## config.mk

```make
export PLATFORM = sky130hd
export DESIGN_NAME = pwm_input_capture_meter
export DESIGN_NICKNAME = d
export VERILOG_FILES = /design/src/pwmicm_pkg.sv /design/src/pwmicm_front.sv /design/src/pwmicm_queue.sv /design/src/pwmicm_back.sv /design/src/pwm_input_capture_meter.sv
export SDC_FILE = /design/constraint.sdc
export NUM_CORES = 1
export LEC_CHECK = 0
export BUFFER_PORTS_ARGS = -buffer_cell sky130_fd_sc_hd__buf_4
export CAP_MARGIN = 20
export CORE_MARGIN = 3
export CORE_UTILIZATION = 25
export DETAILED_ROUTE_END_ITERATION = 10
export GPL_ROUTABILITY_DRIVEN = 1
export PLACE_DENSITY = 0.42
export SLEW_MARGIN = 5
export SYNTH_ARGS = -nofsm -noshare
export SYNTH_HDL_FRONTEND = slang
export SYNTH_SLANG_ARGS = --single-unit
export TNS_END_PERCENT = 10
```

## constraint.sdc

```tcl
create_clock -name aclk -period 16.4 [get_ports aclk]
set_clock_uncertainty 0.05 [all_clocks]
set_input_delay 3.28 -clock aclk [delete_from_list [all_inputs] [get_ports aclk]]
set_output_delay 3.28 -clock aclk [all_outputs]
set_load 0.02 [all_outputs]
```

## src/pwmicm_pkg.sv

```systemverilog
// ----------------------------------------------------------------------------
// PWM input capture meter package
// Shared widths, operation codes, status codes and the job handed from front
// to back.
// ----------------------------------------------------------------------------
`default_nettype none
package pwmicm_pkg;

    localparam int CAPTURE_WIDTH  = 16;
    localparam int OVERFLOW_WIDTH = 16;

    localparam logic [1:0] OP_OVERFLOW = 2'd0;
    localparam logic [1:0] OP_EDGE     = 2'd1;
    localparam logic [1:0] OP_REQUEST  = 2'd2;
    localparam logic [1:0] OP_TICK     = 2'd3;

    localparam logic [1:0] ST_MEASURED = 2'd0;
    localparam logic [1:0] ST_TIMEOUT  = 2'd1;
    localparam logic [1:0] ST_ZERO     = 2'd2;

    localparam logic [0:0] CFG_TIMEOUT = 1'b0;
    localparam logic [0:0] CFG_TPS     = 1'b1;

    // high plus low span, each up to overflows:capture bits
    localparam int SPAN_W = CAPTURE_WIDTH + OVERFLOW_WIDTH + 1;

    // Job for the back end: a measured period or a fallback answer
    typedef struct packed {
        logic              fallback;
        logic              pin;
        logic [SPAN_W-1:0] high_ticks;
        logic [SPAN_W-1:0] period_ticks;
        logic [23:0]       tps;
    } job_t;

endpackage
`default_nettype wire

```

## src/pwmicm_front.sv

```systemverilog
// ----------------------------------------------------------------------------
// PWM input capture meter front end
// Tracks capture phases, overflow counts and the pending request; emits jobs.
// ----------------------------------------------------------------------------
`default_nettype none
module pwmicm_front (
    input  wire logic                                 aclk,
    input  wire logic                                 aresetn,
    input  wire logic                                 in_valid,
    output logic                                      in_ready,
    input  wire logic [1:0]                           op,
    input  wire logic [pwmicm_pkg::CAPTURE_WIDTH-1:0] cap,
    input  wire logic                                 rising,
    input  wire logic                                 pin,
    input  wire logic [31:0]                          timeout_us,
    input  wire logic [23:0]                          tps,
    output pwmicm_pkg::job_t                          job,
    output logic                                      job_valid,
    input  wire logic                                 job_ready
);
    localparam int CAPTURE_WIDTH  = pwmicm_pkg::CAPTURE_WIDTH;
    localparam int OVERFLOW_WIDTH = pwmicm_pkg::OVERFLOW_WIDTH;
    localparam int SW = pwmicm_pkg::SPAN_W;
    localparam int DW = CAPTURE_WIDTH + OVERFLOW_WIDTH;

    typedef enum logic [3:0] {
        PH_FIRST_RISE = 4'b0001,
        PH_FALL       = 4'b0010,
        PH_END_RISE   = 4'b0100,
        PH_HELD       = 4'b1000
    } phase_t;

    phase_t                    phase_reg, phase_next;
    logic [CAPTURE_WIDTH-1:0]  rise_reg, rise_next, fall_reg, fall_next, end_reg, end_next;
    logic [OVERFLOW_WIDTH-1:0] run_reg, run_next, hov_reg, hov_next, lov_reg, lov_next;
    logic                      wait_reg, wait_next;
    logic [31:0]               cnt_reg, cnt_next;
    logic                      emit, emit_fb;
    logic [DW:0]               hi_d, lo_d, per_d;

    function automatic logic [DW:0] span(input logic [CAPTURE_WIDTH-1:0] a,
                                          input logic [CAPTURE_WIDTH-1:0] b,
                                          input logic [OVERFLOW_WIDTH-1:0] ov);
        logic [DW:0] d;
        d = {1'b0, ov, b} - {{(OVERFLOW_WIDTH+1){1'b0}}, a};
        if (ov == '0) d = {{(OVERFLOW_WIDTH+1){1'b0}}, b - a};
        return d;
    endfunction

    assign in_ready = job_ready;
    assign hi_d  = span(rise_reg, fall_reg, hov_reg);
    assign lo_d  = span(fall_reg, end_next, lov_next);
    assign per_d = hi_d + lo_d;

    always_comb begin
        phase_next = phase_reg; rise_next = rise_reg; fall_next = fall_reg;
        end_next = end_reg; run_next = run_reg; hov_next = hov_reg; lov_next = lov_reg;
        wait_next = wait_reg; cnt_next = cnt_reg; emit = 1'b0; emit_fb = 1'b0;
        if (in_valid && in_ready) begin
            unique case (op)
                pwmicm_pkg::OP_OVERFLOW: run_next = run_reg + 1'b1;
                pwmicm_pkg::OP_EDGE: begin
                    if (phase_reg == PH_FIRST_RISE && rising) begin
                        run_next = '0; rise_next = cap; phase_next = PH_FALL;
                    end else if (phase_reg == PH_FALL && !rising) begin
                        fall_next = cap; hov_next = run_reg; run_next = '0;
                        phase_next = PH_END_RISE;
                    end else if (phase_reg == PH_END_RISE && rising) begin
                        end_next = cap; lov_next = run_reg; run_next = '0;
                        phase_next = PH_HELD;
                        emit = wait_reg;
                    end
                end
                pwmicm_pkg::OP_REQUEST: begin
                    if (phase_reg == PH_HELD) emit = 1'b1;
                    else if (timeout_us == '0) emit_fb = 1'b1;
                    else begin
                        wait_next = 1'b1; cnt_next = '0;
                    end
                end
                default: begin
                    if (wait_reg) begin
                        cnt_next = cnt_reg + 1'b1;
                        if (cnt_next >= timeout_us) emit_fb = 1'b1;
                    end
                end
            endcase
            if (emit) begin
                phase_next = PH_FALL; run_next = '0; rise_next = end_next;
            end
            if (emit || emit_fb) begin
                wait_next = 1'b0; cnt_next = '0;
            end
        end
    end

    always_comb begin
        job_valid        = emit || emit_fb;
        job.fallback     = emit_fb;
        job.pin          = pin;
        job.high_ticks   = SW'(hi_d);
        job.period_ticks = SW'(per_d);
        job.tps          = tps;
    end

    always_ff @(posedge aclk) begin
        if (!aresetn) begin
            phase_reg <= PH_FIRST_RISE; rise_reg <= '0; fall_reg <= '0; end_reg <= '0;
            run_reg <= '0; hov_reg <= '0; lov_reg <= '0; wait_reg <= 1'b0;
            cnt_reg <= '0;
        end else begin
            phase_reg <= phase_next; rise_reg <= rise_next; fall_reg <= fall_next;
            end_reg <= end_next; run_reg <= run_next; hov_reg <= hov_next;
            lov_reg <= lov_next; wait_reg <= wait_next; cnt_reg <= cnt_next;
        end
    end
endmodule
`default_nettype wire

```

## src/pwmicm_queue.sv

```systemverilog
// ----------------------------------------------------------------------------
// PWM input capture meter job queue
// Two-entry FIFO between the front and back ends.
// ----------------------------------------------------------------------------
`default_nettype none
module pwmicm_queue (
    input  wire logic             aclk,
    input  wire logic             aresetn,
    input  wire pwmicm_pkg::job_t in_job,
    input  wire logic             in_valid,
    output logic                  in_ready,
    output pwmicm_pkg::job_t      out_job,
    output logic                  out_valid,
    input  wire logic             out_ready
);
    pwmicm_pkg::job_t mem_reg [2];
    logic       wp_reg, rp_reg;
    logic [1:0] cnt_reg;
    logic       push, pop;

    assign in_ready  = cnt_reg != 2'd2;
    assign out_valid = cnt_reg != 2'd0;
    assign out_job   = mem_reg[rp_reg];
    assign push = in_valid && in_ready;
    assign pop  = out_valid && out_ready;

    always_ff @(posedge aclk) begin
        if (push) mem_reg[wp_reg] <= in_job;
    end

    always_ff @(posedge aclk) begin
        if (!aresetn) begin
            wp_reg <= 1'b0; rp_reg <= 1'b0; cnt_reg <= '0;
        end else begin
            if (push) wp_reg <= ~wp_reg;
            if (pop) rp_reg <= ~rp_reg;
            cnt_reg <= cnt_reg + {1'b0, push} - {1'b0, pop};
        end
    end
endmodule
`default_nettype wire

```

## src/pwmicm_back.sv

```systemverilog
// ----------------------------------------------------------------------------
// PWM input capture meter back end
// Restoring divider computes frequency and duty, one quotient bit a cycle.
// ----------------------------------------------------------------------------
`default_nettype none
module pwmicm_back (
    input  wire logic             aclk,
    input  wire logic             aresetn,
    input  wire pwmicm_pkg::job_t job,
    input  wire logic             job_valid,
    output logic                  job_ready,
    output logic                  m_valid,
    input  wire logic             m_ready,
    output logic [23:0]           m_frequency_hz,
    output logic [6:0]            m_duty_percent,
    output logic [1:0]            m_status
);
    localparam int SW = pwmicm_pkg::SPAN_W;
    localparam int NW = SW + 7;  // room for 100 * high

    typedef enum logic [3:0] {
        S_IDLE = 4'b0001, S_FREQ = 4'b0010, S_DUTY = 4'b0100, S_OUT = 4'b1000
    } state_t;

    state_t         st_reg, st_next;
    logic [NW-1:0]  num_reg, num_next;
    logic [NW-1:0]  rem_reg, rem_next;
    logic [SW-1:0]  div_reg, div_next;
    logic [5:0]     bit_reg, bit_next;
    logic [23:0]    freq_reg, freq_next;
    logic [6:0]     duty_reg, duty_next;
    logic [1:0]     stat_reg, stat_next;
    logic [SW-1:0]  hi_hold;
    logic [NW-1:0]  trial;
    logic           ge;

    assign job_ready      = st_reg == S_IDLE;
    assign m_valid        = st_reg == S_OUT;
    assign m_frequency_hz = freq_reg;
    assign m_duty_percent = duty_reg;
    assign m_status       = stat_reg;
    assign trial = {rem_reg[NW-2:0], num_reg[NW-1]};
    assign ge    = trial >= {{(NW-SW){1'b0}}, div_reg};

    always_comb begin
        st_next = st_reg; num_next = num_reg; rem_next = rem_reg; div_next = div_reg;
        bit_next = bit_reg; freq_next = freq_reg; duty_next = duty_reg;
        stat_next = stat_reg;
        unique case (st_reg) inside
            S_IDLE: begin
                if (job_valid) begin
                    if (job.fallback) begin
                        freq_next = '0;
                        duty_next = job.pin ? 7'd100 : 7'd0;
                        stat_next = pwmicm_pkg::ST_TIMEOUT;
                        st_next = S_OUT;
                    end else if (job.period_ticks == '0) begin
                        freq_next = '0; duty_next = '0;
                        stat_next = pwmicm_pkg::ST_ZERO;
                        st_next = S_OUT;
                    end else begin
                        stat_next = pwmicm_pkg::ST_MEASURED;
                        div_next = job.period_ticks;
                        num_next = NW'(job.tps);
                        rem_next = '0;
                        bit_next = 6'(NW - 1);
                        // high time is held aside for the duty division
                        duty_next = '0;
                        freq_next = '0;
                        st_next = S_FREQ;
                    end
                end
            end
            S_FREQ, S_DUTY: begin
                num_next = {num_reg[NW-2:0], ge};
                rem_next = ge ? trial - {{(NW-SW){1'b0}}, div_reg} : trial;
                bit_next = bit_reg - 1'b1;
                if (bit_reg == '0) begin
                    if (st_reg == S_FREQ) begin
                        freq_next = num_next[23:0];
                        num_next = ({{(NW-SW){1'b0}}, hi_hold} << 6)
                                 + ({{(NW-SW){1'b0}}, hi_hold} << 5)
                                 + ({{(NW-SW){1'b0}}, hi_hold} << 2);
                        rem_next = '0;
                        bit_next = 6'(NW - 1);
                        st_next = S_DUTY;
                    end else begin
                        duty_next = num_next[6:0];
                        st_next = S_OUT;
                    end
                end
            end
            default: if (m_ready) st_next = S_IDLE;
        endcase
    end

    always_ff @(posedge aclk) begin
        if (st_reg == S_IDLE && job_valid) hi_hold <= job.high_ticks;
    end

    always_ff @(posedge aclk) begin
        if (!aresetn) st_reg <= S_IDLE;
        else st_reg <= st_next;
        num_reg <= num_next; rem_reg <= rem_next; div_reg <= div_next;
        bit_reg <= bit_next; freq_reg <= freq_next; duty_reg <= duty_next;
        stat_reg <= stat_next;
    end
endmodule
`default_nettype wire

```

## src/pwm_input_capture_meter.sv

```systemverilog
// A fallback or zero-period answer is offered once its job has passed the
// job queue into the back end; a measured one follows two 40-step restoring
// divisions, one quotient bit a cycle, in the back end.
// Throughput: events are taken one a cycle while the two-entry job queue has
// room; the back end takes a new job only after its last answer is accepted.
// Reset clears all capture state, loads timeout_us 1000, ticks_per_second 1e6.
// ----------------------------------------------------------------------------
// PWM input capture meter
// Measures PWM frequency and duty from timer capture events.
// ----------------------------------------------------------------------------
`default_nettype none
module pwm_input_capture_meter (
    input  wire logic                                 aclk,
    input  wire logic                                 aresetn,
    input  wire logic                                 s_valid,
    output logic                                      s_ready,
    input  wire logic [1:0]                           s_operation,
    input  wire logic [pwmicm_pkg::CAPTURE_WIDTH-1:0] s_capture_value,
    input  wire logic                                 s_edge_rising,
    input  wire logic                                 s_pin_level,
    output logic                                      m_valid,
    input  wire logic                                 m_ready,
    output logic [23:0]                               m_frequency_hz,
    output logic [6:0]                                m_duty_percent,
    output logic [1:0]                                m_status,
    input  wire logic                                 cfg_valid,
    output logic                                      cfg_ready,
    input  wire logic [0:0]                           cfg_index,
    input  wire logic [31:0]                          cfg_data
);
    logic [31:0] timeout_reg;
    logic [23:0] tps_reg;
    pwmicm_pkg::job_t fj, bj;
    logic fv, fr, bv, br;

    assign cfg_ready = 1'b1;
    always_ff @(posedge aclk) begin
        if (!aresetn) begin
            timeout_reg <= 32'd1000; tps_reg <= 24'd1000000;
        end else if (cfg_valid) begin
            unique case (cfg_index)
                pwmicm_pkg::CFG_TIMEOUT: timeout_reg <= cfg_data;
                default: tps_reg <= cfg_data[23:0];
            endcase
        end
    end

    pwmicm_front u_front (
        .aclk, .aresetn, .in_valid(s_valid), .in_ready(s_ready), .op(s_operation),
        .cap(s_capture_value), .rising(s_edge_rising), .pin(s_pin_level),
        .timeout_us(timeout_reg), .tps(tps_reg), .job(fj), .job_valid(fv), .job_ready(fr)
    );
    pwmicm_queue u_queue (
        .aclk, .aresetn, .in_job(fj), .in_valid(fv), .in_ready(fr),
        .out_job(bj), .out_valid(bv), .out_ready(br)
    );
    pwmicm_back u_back (
        .aclk, .aresetn, .job(bj), .job_valid(bv), .job_ready(br),
        .m_valid, .m_ready, .m_frequency_hz, .m_duty_percent, .m_status
    );
endmodule
`default_nettype wire

```

# --- After elaboration in Yosys (flattened, before gate mapping) ---
# Memories as Yosys holds them, arrays and structs flattened. A register that Yosys moved wholly into a read port is not among the register bits.
# Index checks and enable logic that the tools add are counted.
# Widths: inputs -> output; s select.
totals:
  ff_bits: 381
  ram_bits: 184
  inputBits: 58
  output_inout_bits: 36
  word_cells: 197
  mem_count: 1
mem_list:
  columns: ["memory", "depth", "width", "rd", "rd_ports_with_merged_regs", "write_ports", "line", "rtl"]
  rows:
  - ["u_queue.mem_reg", 2, 92, 1, 1, 1, "pwmicm_queue.sv:16", "pwmicm_pkg::job_t mem_reg [2];"]
classes:
  addsub: 13
  n_lt_le_gt_ge: 2
  eq_ne: 23
  muxes: 89
  n_bitwise: 6
  reduce_logical: 40
op_table:
  columns: ["op", "count"]
  rows:
  - ["$mux 16", 17]
  - ["$mux 39", 6]
  - ["$mux 40", 5]
  - ["$mux 32", 4]
  - ["$pmux 40 s2", 1]
  - ["$pmux 39 s2", 1]
  - ["$mux 24", 3]
  - ["$mux 33", 2]
  - ["$sub 32x16->33", 2]
  - ["$pmux 32 s2", 1]
  - ["$pmux 24 s2", 1]
  - ["$mux 4", 11]
  - ["$add 39x38->40", 1]
  - ["$add 40x35->40", 1]
  - ["$ge 40x33->1", 1]
  - ["$sub 39x33->39", 1]
  - ["$mux 7", 5]
  - ["$add 33x33->33", 1]
  - ["$logic_not 33->1", 1]
  - ["$add 32x1->32 const B", 1]
  - ["$ge 32x32->1", 1]
  - ["$logic_not 16->1", 2]
  - ["$logic_not 32->1", 1]
  - ["$pmux 16 s2", 1]
  - ["36 further kinds", 102]

# --- Longest topological paths before layout ---
# Gate-level depths: netlist of run 1.
depth:
  ltp_word: 12
  depth_mapped: 31
  mapped_depth_nobuf: 27

# --- Modules after synthesis ---
# From an unflattened synthesis of run 1, not the netlist that was laid out.
unflattened:
  cells_unflattened: 3053
  area_unflattened_um2: 31935.6
by_module_without_submodules:
  columns: ["mod", "n_inst", "cells_per_inst", "area_each_um2", "seq_area_each_um2"]
  rows:
  - ["pwmicm_back", 1, 1055, 11458.5, 5605.4]
  - ["pwmicm_front", 1, 1452, 10958.0, 2662.6]
  - ["pwmicm_queue", 1, 310, 7272.0, 5625.4]
  - ["pwm_input_capture_meter", 1, 236, 2247.2, 1121.1]

# --- Worst setup path before layout of run 1 ---
# Ideal clock, no wire load.
synth_timing:
  path_type: "input-to-reg"
  start: "input port s_operation[1]"
  end: "memory u_queue.mem_reg[0][55] (netlist name) (data pin)"
  setup_ns: 0.269
  arrival_time_ns: 9.456
  t_required_ns: 16.081
  setup_slack_ns: 6.624
  path_stages: 30
  n_path_buf: 4
  path_cell_list: "inv_1 -> ha_1 -> clkbuf_1 -> nor2b_1 -> clkbuf_1 -> nand4_1 -> clkbuf_1 -> clkbuf_1 -> mux2i_1 -> ha_1 -> inv_1 -> fa_1 -> a211o_1 -> a2111o_1 -> nand3_1 -> nand3_1 -> nor3b_1 -> o22ai_1 -> o21ai_0 -> xnor2_1 -> nor2_1 -> ha_1 -> a22o_1 -> o31ai_1 -> o21ai_0 -> a41oi_1 -> o31ai_1 -> a41oi_1 -> o21ai_0 -> xor2_1"
synth_rtl:
  columns: ["item", "line", "rtl"]
  rows:
  - ["start, declared", "pwm_input_capture_meter.sv:17", "input wire logic [1:0] s_operation,"]
  - ["end, declared", "pwmicm_queue.sv:16", null]

==> results of run 1 <==
area by class of cell:
cell class                      count  area (µm²)  area share [%]
Multi-Input combinational cell   2178       15000            41.7
Timing Repair Buffer              117         886            2.46
Antenna cell                        2        5.00          0.0139
Sequential cell                   566       15000            41.7
Clock inverter                     37         556            1.54
Tap cell                         1625        2030            5.65
Clock buffer                       87        1890            5.24
Inverter                          155         584            1.62
routing by layer:
metal	GRT usage (%)	part of all wire, %	up-vias
met5	0	0	-
met4	4.22	2.5	0
met2	20.8	45	289
met3	1.91	3.1	87
met1	18.7	49	10574
li1	-	-	11107
worst register-to-register path: cells and delay by family, from the launching register on:
kind            cells  cell delay [ns]
fa+ha+maj           2             0.70
simple gates        8             1.48
buf+inv             1             0.61
mux                 1             0.43
flops               1             0.55
compound gates     10             2.99
xor+xnor            2             0.43
where the power goes:
part	internal, W	switching, W	total, W
clock	0.00102	0.000639	0.00166
combinational	0.000749	0.00114	0.00188
sequential	0.00168	0.000114	0.00179
path summary, 6_finish.rpt:
check | endpoint | from | cells past startpoint
worst max-delay path | u_queue.mem_reg[1][55] | s_operation[1] | 27
worst min register to register | u_queue.mem_reg[0][21] | tps_reg[21] | 0
worst min-delay path | u_queue.mem_reg[0][21] | tps_reg[21] | 0
worst max register to register | u_queue.mem_reg[1][55] | u_queue.cnt_reg[1] | 24
stage by stage:
| stage | util, % | area [µm²] | cells | setup slack, ns |
|---|---|---|---|---|
| final | 29.4 | 36000 | 4767 | 6.30 |
| after global routing | 29.4 | 36000 | 4767 | 5.63 |
| after CTS | 29.4 | 36000 | 4764 | 6.26 |
| after detailed placement | 27.4 | 33500 | 4640 | 5.60 |
| after global placement | 27.4 | 33500 | 4640 | 5.64 |
| after floorplan | - | 31000 | 3024 | 6.62 |
logic make-up (layout without fill, tap and decap cells):
logic type	Yosys count	in the layout	share of synthesized area (%)
simple gates	991	991	15.2
buf+inv	280	396	3.46
mux	159	159	5.50
flops	566	566	48.4
xor+xnor	154	154	4.35
fa+ha+maj	209	209	9.25
compound gates	662	662	13.8
other cells	2	5	0.0242
synth_stat cells (32+ instances only):
cell | number | area share [%]
a211oi_1 | 41 | 0.99
a21o_1 | 56 | 1.4
a21oi_1 | 248 | 4.0
and2_1 | 51 | 1.0
clkbuf_1 | 105 | 1.3
dfxtp_1 | 198 | 13
edfxtp_1 | 368 | 36
fa_1 | 34 | 2.2
ha_1 | 175 | 7.1
inv_1 | 155 | 1.9
mux2_2 | 87 | 3.2
mux2i_1 | 71 | 2.3
nand2_1 | 378 | 4.6
nand2b_1 | 34 | 0.69
nand3_1 | 73 | 1.2
nor2_1 | 215 | 2.6
nor3_1 | 41 | 0.66
nor4_1 | 32 | 0.65
o21ai_0 | 86 | 1.4
xnor2_1 | 92 | 2.6
xor2_1 | 62 | 1.8
==> run summary, run 1 <==
### Outcome
- complete, no violations — run status

### Routing
- 0 — final routed DRC violation total
- 0 — remaining antenna violation count after routing
- 1,212 — count of routing violations after the opening detailed-route iteration
- 22,057 — routed via count
- 4.63 — Vias/cell
- 5 — iteration count of the initial detailed-routing pass
- 18.0 µm — WL per Instance
- 85.8 mm — total routed wirelength

### Synthesis
- 0 — count of synthesis-stage warnings from yosys
- 87 — library cells used by synthesis
- 10.3 µm² — syn_area_per_cell
- 368 — number of synthesized flops with an enable pin
- 3,023 — synthesized instance count
- 31,000 µm² — synthesized cell area
- 566 — number of synthesized register bits
- 48.4% — proportion of synthesized chip area in sequential cells
- 0% — async set-or-reset flop fraction in the synthesized netlist
- edfxtp_1 — dominant register cell in the synthesized netlist

### Timing
- 0 — final hold violations
- 31.8% — relative max-transition margin
- 99.0 MHz — Achievable Freq
- 0.402 ns — Final Hold Slack
- 1.02 ns — transition time of the tightest slew-check pin
- 10.10 ns — crit path time final
- 61.6% — final period utilization
- 0 — count of final setup violators
- false — RSZ-0062 raised after global routing
- 0 — count of final max-slew check failures
- 0 ns — sum of negative setup slack

### Layout
- 12,766 — # fillers
- 11.6% — share of layout cells above drive strength 1
- 184 — Largest register FFs
- 16.0% — synth-to-layout area growth
- nand2_1 — most common cell after layout, fill and taps aside
- 3,354 — # nets final
- nand2_1 (376), edfxtp_1 (368), a21oi_1 (246) — commonest non-fill, non-tap cells in the layout

### Global routing
- 2 — initial antenna violation count
- 0 — remaining global-route overflow
- 71 — pin count of the biggest net entering global routing
- 13.2% — GRT Resource Usage Total
- 132 mm — first-pass GRT wire length
- 21,700 — via count of the first global-routing pass

### Power
- 0.0765 mV — largest voltage drop on the vdd net
- 13.5 nW — leakage power
- 0.00534 W — sum of internal, switching and leakage power
- 148 nW/µm² — pwr dens

### CTS
- clkbuf_16 — clock root cell
- 0.06 ns — Clock Pin Slew Worst Setup and Hold Paths
- 69 — CTS Buf Count
- 0 — CTS Hold Buffers Added
- 0 — setup bufs post-CTS
- 3 — number of buffers between clock root and the deepest sink
- 3 — CTS H-tree lvls
- 0 — Post-CTS Resized
- 0.63 ns — worst skew pair latency
- yes — TritonCTS clock tree
- 566 — clock sink count

### Critical path
- register — Setup crit end kind
- o22ai_1 — library cell contributing the largest single delay on the critical path
- o21ai_0 — Crit path top cell by count
- 16.79 ns — data required time of the worst path
- 42 — CP max FO
- 3 — buffers plus inverters on the worst setup path
- compound AO/OA/AOI/OAI gates — CP delay by family, top
- in -> reg — Setup CP Type
- 8.98 ns — slack of the worst reg-to-reg path
- 0.61 ns — CP max stage delay
- 10.49 ns — arrival time of the worst setup path
- input pin — Critical Path Start Type

### Placement
- 0.792 — final RePlAce weighted congestion
- 92 — Port Buf Inserts
- 62.2 mm — HPWL Detailed

### Floorplanning
- 128 — number of cell rows
- 358 µm — chip height
- 25.3% — initial core utilization
- 94 — IO Pins
- 358 µm — x dimension of the die
- 128,000 µm² — Total Die Area
- 123,000 µm² — core region area

### Min path
- reg -> reg — path type of the worst min-delay path

### Flow run
- 0 — number of max-cap violations

(Power assumes the default switching activity.)
==> inputs of run 2 (changes only) <==
--- a/config.mk
+++ b/config.mk
@@ -5,13 +5,14 @@
 export SDC_FILE = /design/constraint.sdc
 export NUM_CORES = 1
 export LEC_CHECK = 0
+export ABC_AREA = 1
 export BUFFER_PORTS_ARGS = -buffer_cell sky130_fd_sc_hd__buf_4
 export CAP_MARGIN = 20
 export CORE_MARGIN = 3
 export CORE_UTILIZATION = 25
 export DETAILED_ROUTE_END_ITERATION = 10
 export GPL_ROUTABILITY_DRIVEN = 1
-export PLACE_DENSITY = 0.42
+export PLACE_DENSITY = 0.43
 export SLEW_MARGIN = 5
 export SYNTH_ARGS = -nofsm -noshare
 export SYNTH_HDL_FRONTEND = slang
==> constraint.sdc (replaced) <==
create_clock -name aclk -period 8.5 [get_ports aclk]
set_clock_uncertainty 0.05 [all_clocks]
set_input_delay 1.7 -clock aclk [delete_from_list [all_inputs] [get_ports aclk]]
set_output_delay 1.7 -clock aclk [all_outputs]
set_load 0.02 [all_outputs]
==> run 2 against run 1 <==
  * Wire length rose by 9.5%
  * Core utilization shrank 0.25 points
  * Non-clock buffer count stayed put
  * Critical path type unchanged
  * First-iteration DRC count up 42%
  * Die area increased by 5.6%
  * Power increased by 120%
  * Largest power group unchanged
==> run summary, run 2 <==
### Min path
- 0 — number of stages on the worst hold path, unchanged
- reg -> reg — path type of the worst min-delay path, unchanged

### Critical path
- 7.21 ns — arrival time of the worst setup path, was 10.49 ns
- 2.63 ns — slack of the worst reg-to-reg path, was 8.98 ns
- 15 — CP max FO, was 42
- 8.91 ns — data required time of the worst path, was 16.79 ns
- 31 — depth of the worst register-to-register path, was 24
- ha_1 — library cell contributing the largest single delay on the critical path, was o22ai_1
- in -> reg — Setup CP Type, unchanged
- input pin — Critical Path Start Type, unchanged
- u_queue.cnt_reg[0] — r2r startpoint, was u_queue.cnt_reg[1]
- 0.57 ns — CP max stage delay, was 0.61 ns
- s_operation[1] — worst setup path startpoint, unchanged
- register — Setup crit end kind, unchanged
- nand2_1 — Crit path top cell by count, was o21ai_0
- u_queue.mem_reg[1][53] — capturing instance or port of the critical path, was u_queue.mem_reg[1][55]
- u_queue.mem_reg[1][53] — reg2reg end, was u_queue.mem_reg[1][55]

### Synthesis
- 8.29 µm² — syn_area_per_cell, was 10.3 µm²
- 566 — number of synthesized register bits, unchanged
- 32,800 µm² — synthesized cell area, was 31,000 µm²
- 33.7% — post-synth top area share, was 35.6%
- nand2_1 — most frequently used cell type in the post-synthesis netlist, unchanged
- 0 — count of synthesis-stage warnings from yosys, unchanged
- edfxtp_1 (34%), dfxtp_1 (12%), nand2_1 (8.6%), ha_1 (6.7%), inv_1 (6.3%) — main area contributors after synthesis, was edfxtp_1 (36%), dfxtp_1 (13%), ha_1 (7.1%), nand2_1 (4.6%), a21oi_1 (4.0%)
- nand2_1 (755), inv_1 (552), nor2_1 (504), edfxtp_1 (368), a21oi_1 (315) — Post-synth top cells, was nand2_1 (378), edfxtp_1 (368), a21oi_1 (248), nor2_1 (215), dfxtp_1 (198)
- edfxtp_1 — dominant register cell in the synthesized netlist, unchanged
- 368 — number of synthesized flops with an enable pin, unchanged
- 0% — async set-or-reset flop fraction in the synthesized netlist, unchanged
- edfxtp_1 — post-synthesis cell type with the largest combined area, unchanged
- 61 — library cells used by synthesis, was 87
- 45.8% — proportion of synthesized chip area in sequential cells, was 48.4%
- 3,956 — synthesized instance count, was 3,023

### CTS
- 3 — CTS H-tree lvls, unchanged
- yes — TritonCTS clock tree, unchanged
- 0 — Post-CTS Resized, unchanged
- 0.63 ns — worst skew pair latency, about the same
- 3 — number of buffers between clock root and the deepest sink, unchanged
- 0 — setup bufs post-CTS, unchanged
- 0 — CTS Hold Buffers Added, unchanged
- clkbuf_16 — clock root cell, unchanged
- 70 — CTS Buf Count, was 69
- 566 — clock sink count, unchanged
- 0.06 ns — Clock Pin Slew Worst Setup and Hold Paths, about the same

### Layout
- 4,301 — # nets final, was 3,354
- 5,835 — Non-Filler Instances, was 4,767
- 15.3% — synth-to-layout area growth, was 16.0%
- 7.54% — share of layout cells above drive strength 1, was 11.6%
- nand2_1 (754), inv_1 (551), nor2_1 (499) — commonest non-fill, non-tap cells in the layout, was nand2_1 (376), edfxtp_1 (368), a21oi_1 (246)
- nand2_1 — most common cell after layout, fill and taps aside, unchanged
- 184 — Largest register FFs, unchanged

### Power
- 0.00700 W — P_int, was 0.00345 W
- 0.00473 W — switching power, was 0.00189 W
- 33.1% — share of total power in sequential cells, was 33.5%
- 310 nW/µm² — pwr dens, was 148 nW/µm²
- 15.8 nW — leakage power, was 13.5 nW
- 40.5% — combinational group share of total power, was 35.3%
- 40.3% — switching share of power, was 35.4%
- 0.173 mV — largest voltage drop on the vdd net, was 0.0765 mV
- 26.5% — fraction of power consumed by the clock network, was 31.2%

### Timing
- 1.71 ns — setup ws final, was 6.30 ns
- 0 — final hold violations, unchanged
- 6.79 ns — crit path time final
- 147 MHz — Achievable Freq
- 0 — count of final max-slew check failures, unchanged
- 0 ns — sum of negative setup slack, unchanged
- 0.949 ns — transition time of the tightest slew-check pin, was 1.02 ns
- 79.9% — final period utilization
- 0 — count of final setup violators, unchanged
- false — RSZ-0062 raised after global routing, unchanged
- 0.393 ns — Final Hold Slack, was 0.402 ns
- 36.3% — relative max-transition margin, was 31.8%

### Placement
- 71.3 mm — HPWL Detailed, was 62.2 mm
- 5,704 — number of instances in the placed design, was 4,640
- 1.09 ns — setup slack at placement, was 5.60 ns
- 0.850 — final RePlAce weighted congestion, was 0.792
- 92 — Port Buf Inserts, unchanged

### Routing
- 6 — iteration count of the initial detailed-routing pass, was 5
- 25,546 — routed via count, was 22,057
- 16.1 µm — WL per Instance, was 18.0 µm
- 0 — final routed DRC violation total, unchanged
- 94.0 mm — total routed wirelength, was 85.8 mm
- 1,723 — count of routing violations after the opening detailed-route iteration, was 1,212
- 4.38 — Vias/cell, was 4.63
- 0 — remaining antenna violation count after routing, unchanged

### Floorplanning
- 132 — number of cell rows, was 128
- 368 µm — chip height, was 358 µm
- 136,000 µm² — Total Die Area, was 128,000 µm²
- 368 µm — x dimension of the die, was 358 µm
- 94 — IO Pins, unchanged
- 25.3% — initial core utilization, about the same
- 130,000 µm² — core region area, was 123,000 µm²

### Global routing
- 93 — pin count of the biggest net entering global routing, was 71
- 13.7% — GRT Resource Usage Total, was 13.2%
- 0 — remaining global-route overflow, unchanged
- 147 mm — first-pass GRT wire length, was 132 mm
- 25,366 — via count of the first global-routing pass, was 21,700
- 6 — initial antenna violation count, was 2

### Flow run
- 0 — number of max-cap violations, unchanged

### Outcome
- complete, no violations — run status, unchanged

run 2: cell count changes after synthesis, moves of 48 or more:
cell | before | now
xor2_1 | 62 | 110
nor2_1 | 215 | 504
mux2_2 | 87 | 0
mux2i_1 | 71 | 20
xnor2_1 | 92 | 33
o21ai_0 | 86 | 284
nand2_1 | 378 | 755
and2_1 | 51 | 1
a21oi_1 | 248 | 315
inv_1 | 155 | 552
run 2: area by class of cell:
class | instances | area (µm²)
Sequential cell | 566 | 15000
Antenna cell | 6 | 15.0
Fill cell | 14000 | 92000
Inverter | 561 | 2110
Tap cell | 1742 | 2180
Timing Repair Buffer | 117 | 907
Clock buffer | 85 | 1850
Multi-Input combinational cell | 2718 | 15200
Clock inverter | 40 | 527
run 2: worst min-delay path by stage:
stage / from / to / slack (ns)
after floorplan: u_queue.rp_reg / register / 0.38
after global placement: u_queue.rp_reg / register / 0.38
after detailed placement: u_queue.rp_reg / register / 0.39
after CTS: u_queue.rp_reg / register / 0.40
after global routing: tps_reg[9] / u_queue.mem_reg[0][9] / 0.41
final: tps_reg[9] / u_queue.mem_reg[0][9] / 0.39
run 2: routing by layer:
| layer | GRT usage, % | vias up | part of all wire [%] |
|---|---|---|---|
| met5 | 0 | - | 0 |
| li1 | - | 13326 | - |
| met1 | 18.8 | 11822 | 49 |
| met3 | 1.64 | 89 | 2.9 |
| met2 | 22.5 | 309 | 46 |
| met4 | 3.92 | 0 | 1.9 |
run 2: per-stage QoR:
stage	instance area, µm²	power (W)	utilization [%]
floorplan	32800	0.00720	-
detailed placement	35400	0.00873	27.3
global placement	35400	0.00873	27.3
CTS	37800	0.0119	29.1
global route	37800	0.0126	29.1
finish	37800	0.0117	29.1
run 2: critical path, delay by kind of cell:
kind | cells | cell delay [ns]
buffers and inverters | 4 | 0.42
xor gates and xnor gates | 1 | 0.23
and+or+nand+nor | 19 | 2.51
AOI/OAI and AO/OA | 5 | 0.81
adders and majority gates | 4 | 1.52
run 2: power groups by stage:
stage,Combinational [W],Clock (W),Sequential (W)
after floorplan,0.00324,0,0.00396
after global placement,0.00479,0,0.00394
after detailed placement,0.00478,0,0.00394
after CTS,0.00481,0.00320,0.00389
after global routing,0.00537,0.00331,0.00394
final,0.00474,0.00310,0.00388
run 2: cells by family (layout without fill, tap and decap cells):
kind of cell | Yosys count | count (layout) | share of synthesized area, %
simple gates | 1572 | 1572 | 20.1
xor+xnor | 143 | 143 | 3.82
mux | 20 | 20 | 0.611
buf+inv | 673 | 803 | 7.98
flops | 566 | 566 | 45.8
compound gates | 771 | 771 | 13.0
fa+ha+maj | 209 | 209 | 8.75
other cells | 2 | 9 | 0.0229
==> inputs of run 3 (changes only) <==
==> constraint.sdc (replaced) <==
create_clock -name aclk -period 5.8 [get_ports aclk]
set_clock_uncertainty 0.05 [all_clocks]
set_input_delay 1.16 -clock aclk [delete_from_list [all_inputs] [get_ports aclk]]
set_output_delay 1.16 -clock aclk [all_outputs]
set_load 0.02 [all_outputs]
==> run 3 against run 2 <==
  * Worst hold slack worse by 0.0023 ns
  * Clock power is 48% higher
  * Worst setup slack got worse by 1.2 ns
  * Core utilization grew 0.85 points
  * Combinational power increased by 47%
  * Die area stayed put
  * Non-clock buffer count increased by 129
  * Register-to-register slack got worse by 1.9 ns
  * Critical path type unchanged
  * Largest power group unchanged
==> run summary, run 3 (synthesized netlist as in run 2, its figures left out) <==
### Floorplanning
- 368 µm — x dimension of the die, unchanged
- 136,000 µm² — Total Die Area, unchanged
- 132 — number of cell rows, unchanged
- 94 — IO Pins, unchanged
- 130,000 µm² — core region area, unchanged
- 25.3% — initial core utilization, unchanged
- 368 µm — chip height, unchanged

### Global routing
- 86 — pin count of the biggest net entering global routing, was 93
- 0 — remaining global-route overflow, unchanged
- 149 mm — first-pass GRT wire length, was 147 mm
- 25,890 — via count of the first global-routing pass, was 25,366
- 3 — initial antenna violation count, was 6
- 14.0% — GRT Resource Usage Total, was 13.7%

### Timing
- 0 — count of final setup violators, unchanged
- 26.6% — relative max-transition margin, was 36.3%
- 0 ns — sum of negative setup slack, unchanged
- 5.28 ns — crit path time final
- 0 — final hold violations, unchanged
- 190 MHz — Achievable Freq
- 1.09 ns — transition time of the tightest slew-check pin, was 0.949 ns
- 91.0% — final period utilization
- 0 — count of final max-slew check failures, unchanged
- false — RSZ-0062 raised after global routing, unchanged

### CTS
- 566 — clock sink count, unchanged
- clkbuf_16 — clock root cell, unchanged
- 3 — CTS H-tree lvls, unchanged
- 3 — number of buffers between clock root and the deepest sink, unchanged
- 0.06 ns — Clock Pin Slew Worst Setup and Hold Paths, about the same
- 71 — CTS Buf Count, was 70
- yes — TritonCTS clock tree, unchanged
- 0.64 ns — worst skew pair latency, was 0.63 ns
- 0 — CTS Hold Buffers Added, unchanged

### Power
- 33.0% — share of total power in sequential cells, was 33.1%
- 0.0104 W — P_int, was 0.00700 W
- 0.232 mV — largest voltage drop on the vdd net, was 0.173 mV
- 0.00692 W — switching power, was 0.00473 W
- 0.0173 W — sum of internal, switching and leakage power, was 0.0117 W
- 16.5 nW — leakage power, was 15.8 nW
- 40.4% — combinational group share of total power, was 40.5%
- 40.0% — switching share of power, was 40.3%
- 444 nW/µm² — pwr dens, was 310 nW/µm²
- 26.6% — fraction of power consumed by the clock network, was 26.5%

### Layout
- 18.7% — synth-to-layout area growth, was 15.3%
- nand2_1 — most common cell after layout, fill and taps aside, unchanged
- 30.0% — utilization after layout, was 29.1%
- 10.6% — share of layout cells above drive strength 1, was 7.54%
- 4,431 — # nets final, was 4,301
- nand2_1 (753), inv_1 (551), nor2_1 (499) — commonest non-fill, non-tap cells in the layout, was nand2_1 (754), inv_1 (551), nor2_1 (499)
- 38,900 µm² — Layout Cell Area excl Fill, was 37,800 µm²
- 184 — Largest register FFs, unchanged
- 5,965 — Non-Filler Instances, was 5,835

### Placement
- 36,400 µm² — post-placement cell area, was 35,400 µm²
- 0.830 — final RePlAce weighted congestion, was 0.850
- 5,831 — number of instances in the placed design, was 5,704
- 72.9 mm — HPWL Detailed, was 71.3 mm
- 92 — Port Buf Inserts, unchanged

### Outcome
- complete, no violations — run status, unchanged

### Routing
- 0 — remaining antenna violation count after routing, unchanged
- 0 — final routed DRC violation total, unchanged
- 5 — iteration count of the initial detailed-routing pass, was 6
- 16.0 µm — WL per Instance, was 16.1 µm
- 25,994 — routed via count, was 25,546
- 4.36 — Vias/cell, was 4.38
- 95.2 mm — total routed wirelength, was 94.0 mm
- 1,472 — count of routing violations after the opening detailed-route iteration, was 1,723

### Flow run
- 0 — number of max-cap violations, unchanged

### Critical path
- input pin — Critical Path Start Type, unchanged
- 5.60 ns — arrival time of the worst setup path, was 7.21 ns
- 6.13 ns — data required time of the worst path, was 8.91 ns
- register — Setup crit end kind, unchanged
- 11 — CP max FO, was 15
- 0.36 ns — CP max stage delay, was 0.57 ns
- 33 — depth of the worst register-to-register path, was 31
- nand2_1 — Crit path top cell by count, unchanged
- ha_1 — library cell contributing the largest single delay on the critical path, unchanged
- in -> reg — Setup CP Type, unchanged

### Min path
- 1 — number of stages on the worst hold path, was 0
- reg -> reg — path type of the worst min-delay path, unchanged

==> run 3: cell types whose count changed in the layout (fill, tap and decap cells not counted), moves of 2 or more <==
cell and change:
buf_12 +6, buf_4 +123, clkbuf_16 +2, clkbuf_8 +3, clkinv_1 -5, clkinv_2 +8
clkinv_4 -2, clkinvlp_4 -2, diode_2 -2
==> run 3: worst paths after layout <==
| path | start | slack [ns] | endpoint |
|---|---|---|---|
| worst min register to register | u_queue.rp_reg | 0.39 | register |
| worst min-delay path | u_queue.rp_reg | 0.39 | register |
| worst max-delay path | s_edge_rising | 0.52 | u_queue.mem_reg[0][55] |
| worst max register to register | u_queue.cnt_reg[0] | 0.74 | u_queue.mem_reg[0][55] |
==> run 3: repair_timing <==
| action | CTS | global route |
|---|---|---|
| endpoints found under the setup margin | 0 | 8 |
| gates resized for setup | 0 | 6 |
| hold endpoints to repair | 0 | 0 |
| setup buffers | 0 | 1 |
==> run 3: cell type report <==
| cell class | instances | area [µm²] |
|---|---|---|
| antenna | 4 | 10.0 |
| clock buffer | 91 | 1940 |
| clock inverter | 37 | 480 |
| fill | 13981 | 90900 |
| inverter | 561 | 2110 |
| multi-input combinational | 2718 | 15200 |
| sequential | 566 | 15000 |
| tap | 1742 | 2180 |
| timing repair buffer | 246 | 1940 |
==> run 3: worst max-delay path: cells and delay by family <==
| kind | cells | cell delay (ns) |
|---|---|---|
| AO/OA/AOI/OAI | 6 | 0.75 |
| XOR/XNOR | 1 | 0.16 |
| adder cells (fa/ha/maj) | 2 | 0.69 |
| buffers and inverters | 5 | 0.53 |
| AND/OR/NAND/NOR | 19 | 2.31 |
==> run 3: layer usage <==
metal	track usage [%]	up-vias	wire length [µm]
met5	0	-	0
met4	4.57	0	2380
met3	1.70	114	2700
met2	22.8	307	44100
met1	19.2	11981	46100
li1	-	13592	-
==> run 3: stage by stage <==
stage	hold WS, ns	worst slack, ns
after floorplan	0.376	-0.167
after global placement	0.376	-0.231
after detailed placement	0.384	-0.204
after CTS	0.393	0.469
after global routing	0.410	0.0192
final	0.390	0.524
==> run 3: power by group through the flow <==
stage          combinational, W  clock (W)  sequential (W)
2_1_floorplan           0.00475          0         0.00577
3_3_place_gp            0.00706          0         0.00579
3_5_place_dp            0.00703          0         0.00580
4_1_cts                 0.00708    0.00475         0.00572
5_1_grt                 0.00796    0.00491         0.00578
6_report                0.00698    0.00460         0.00570
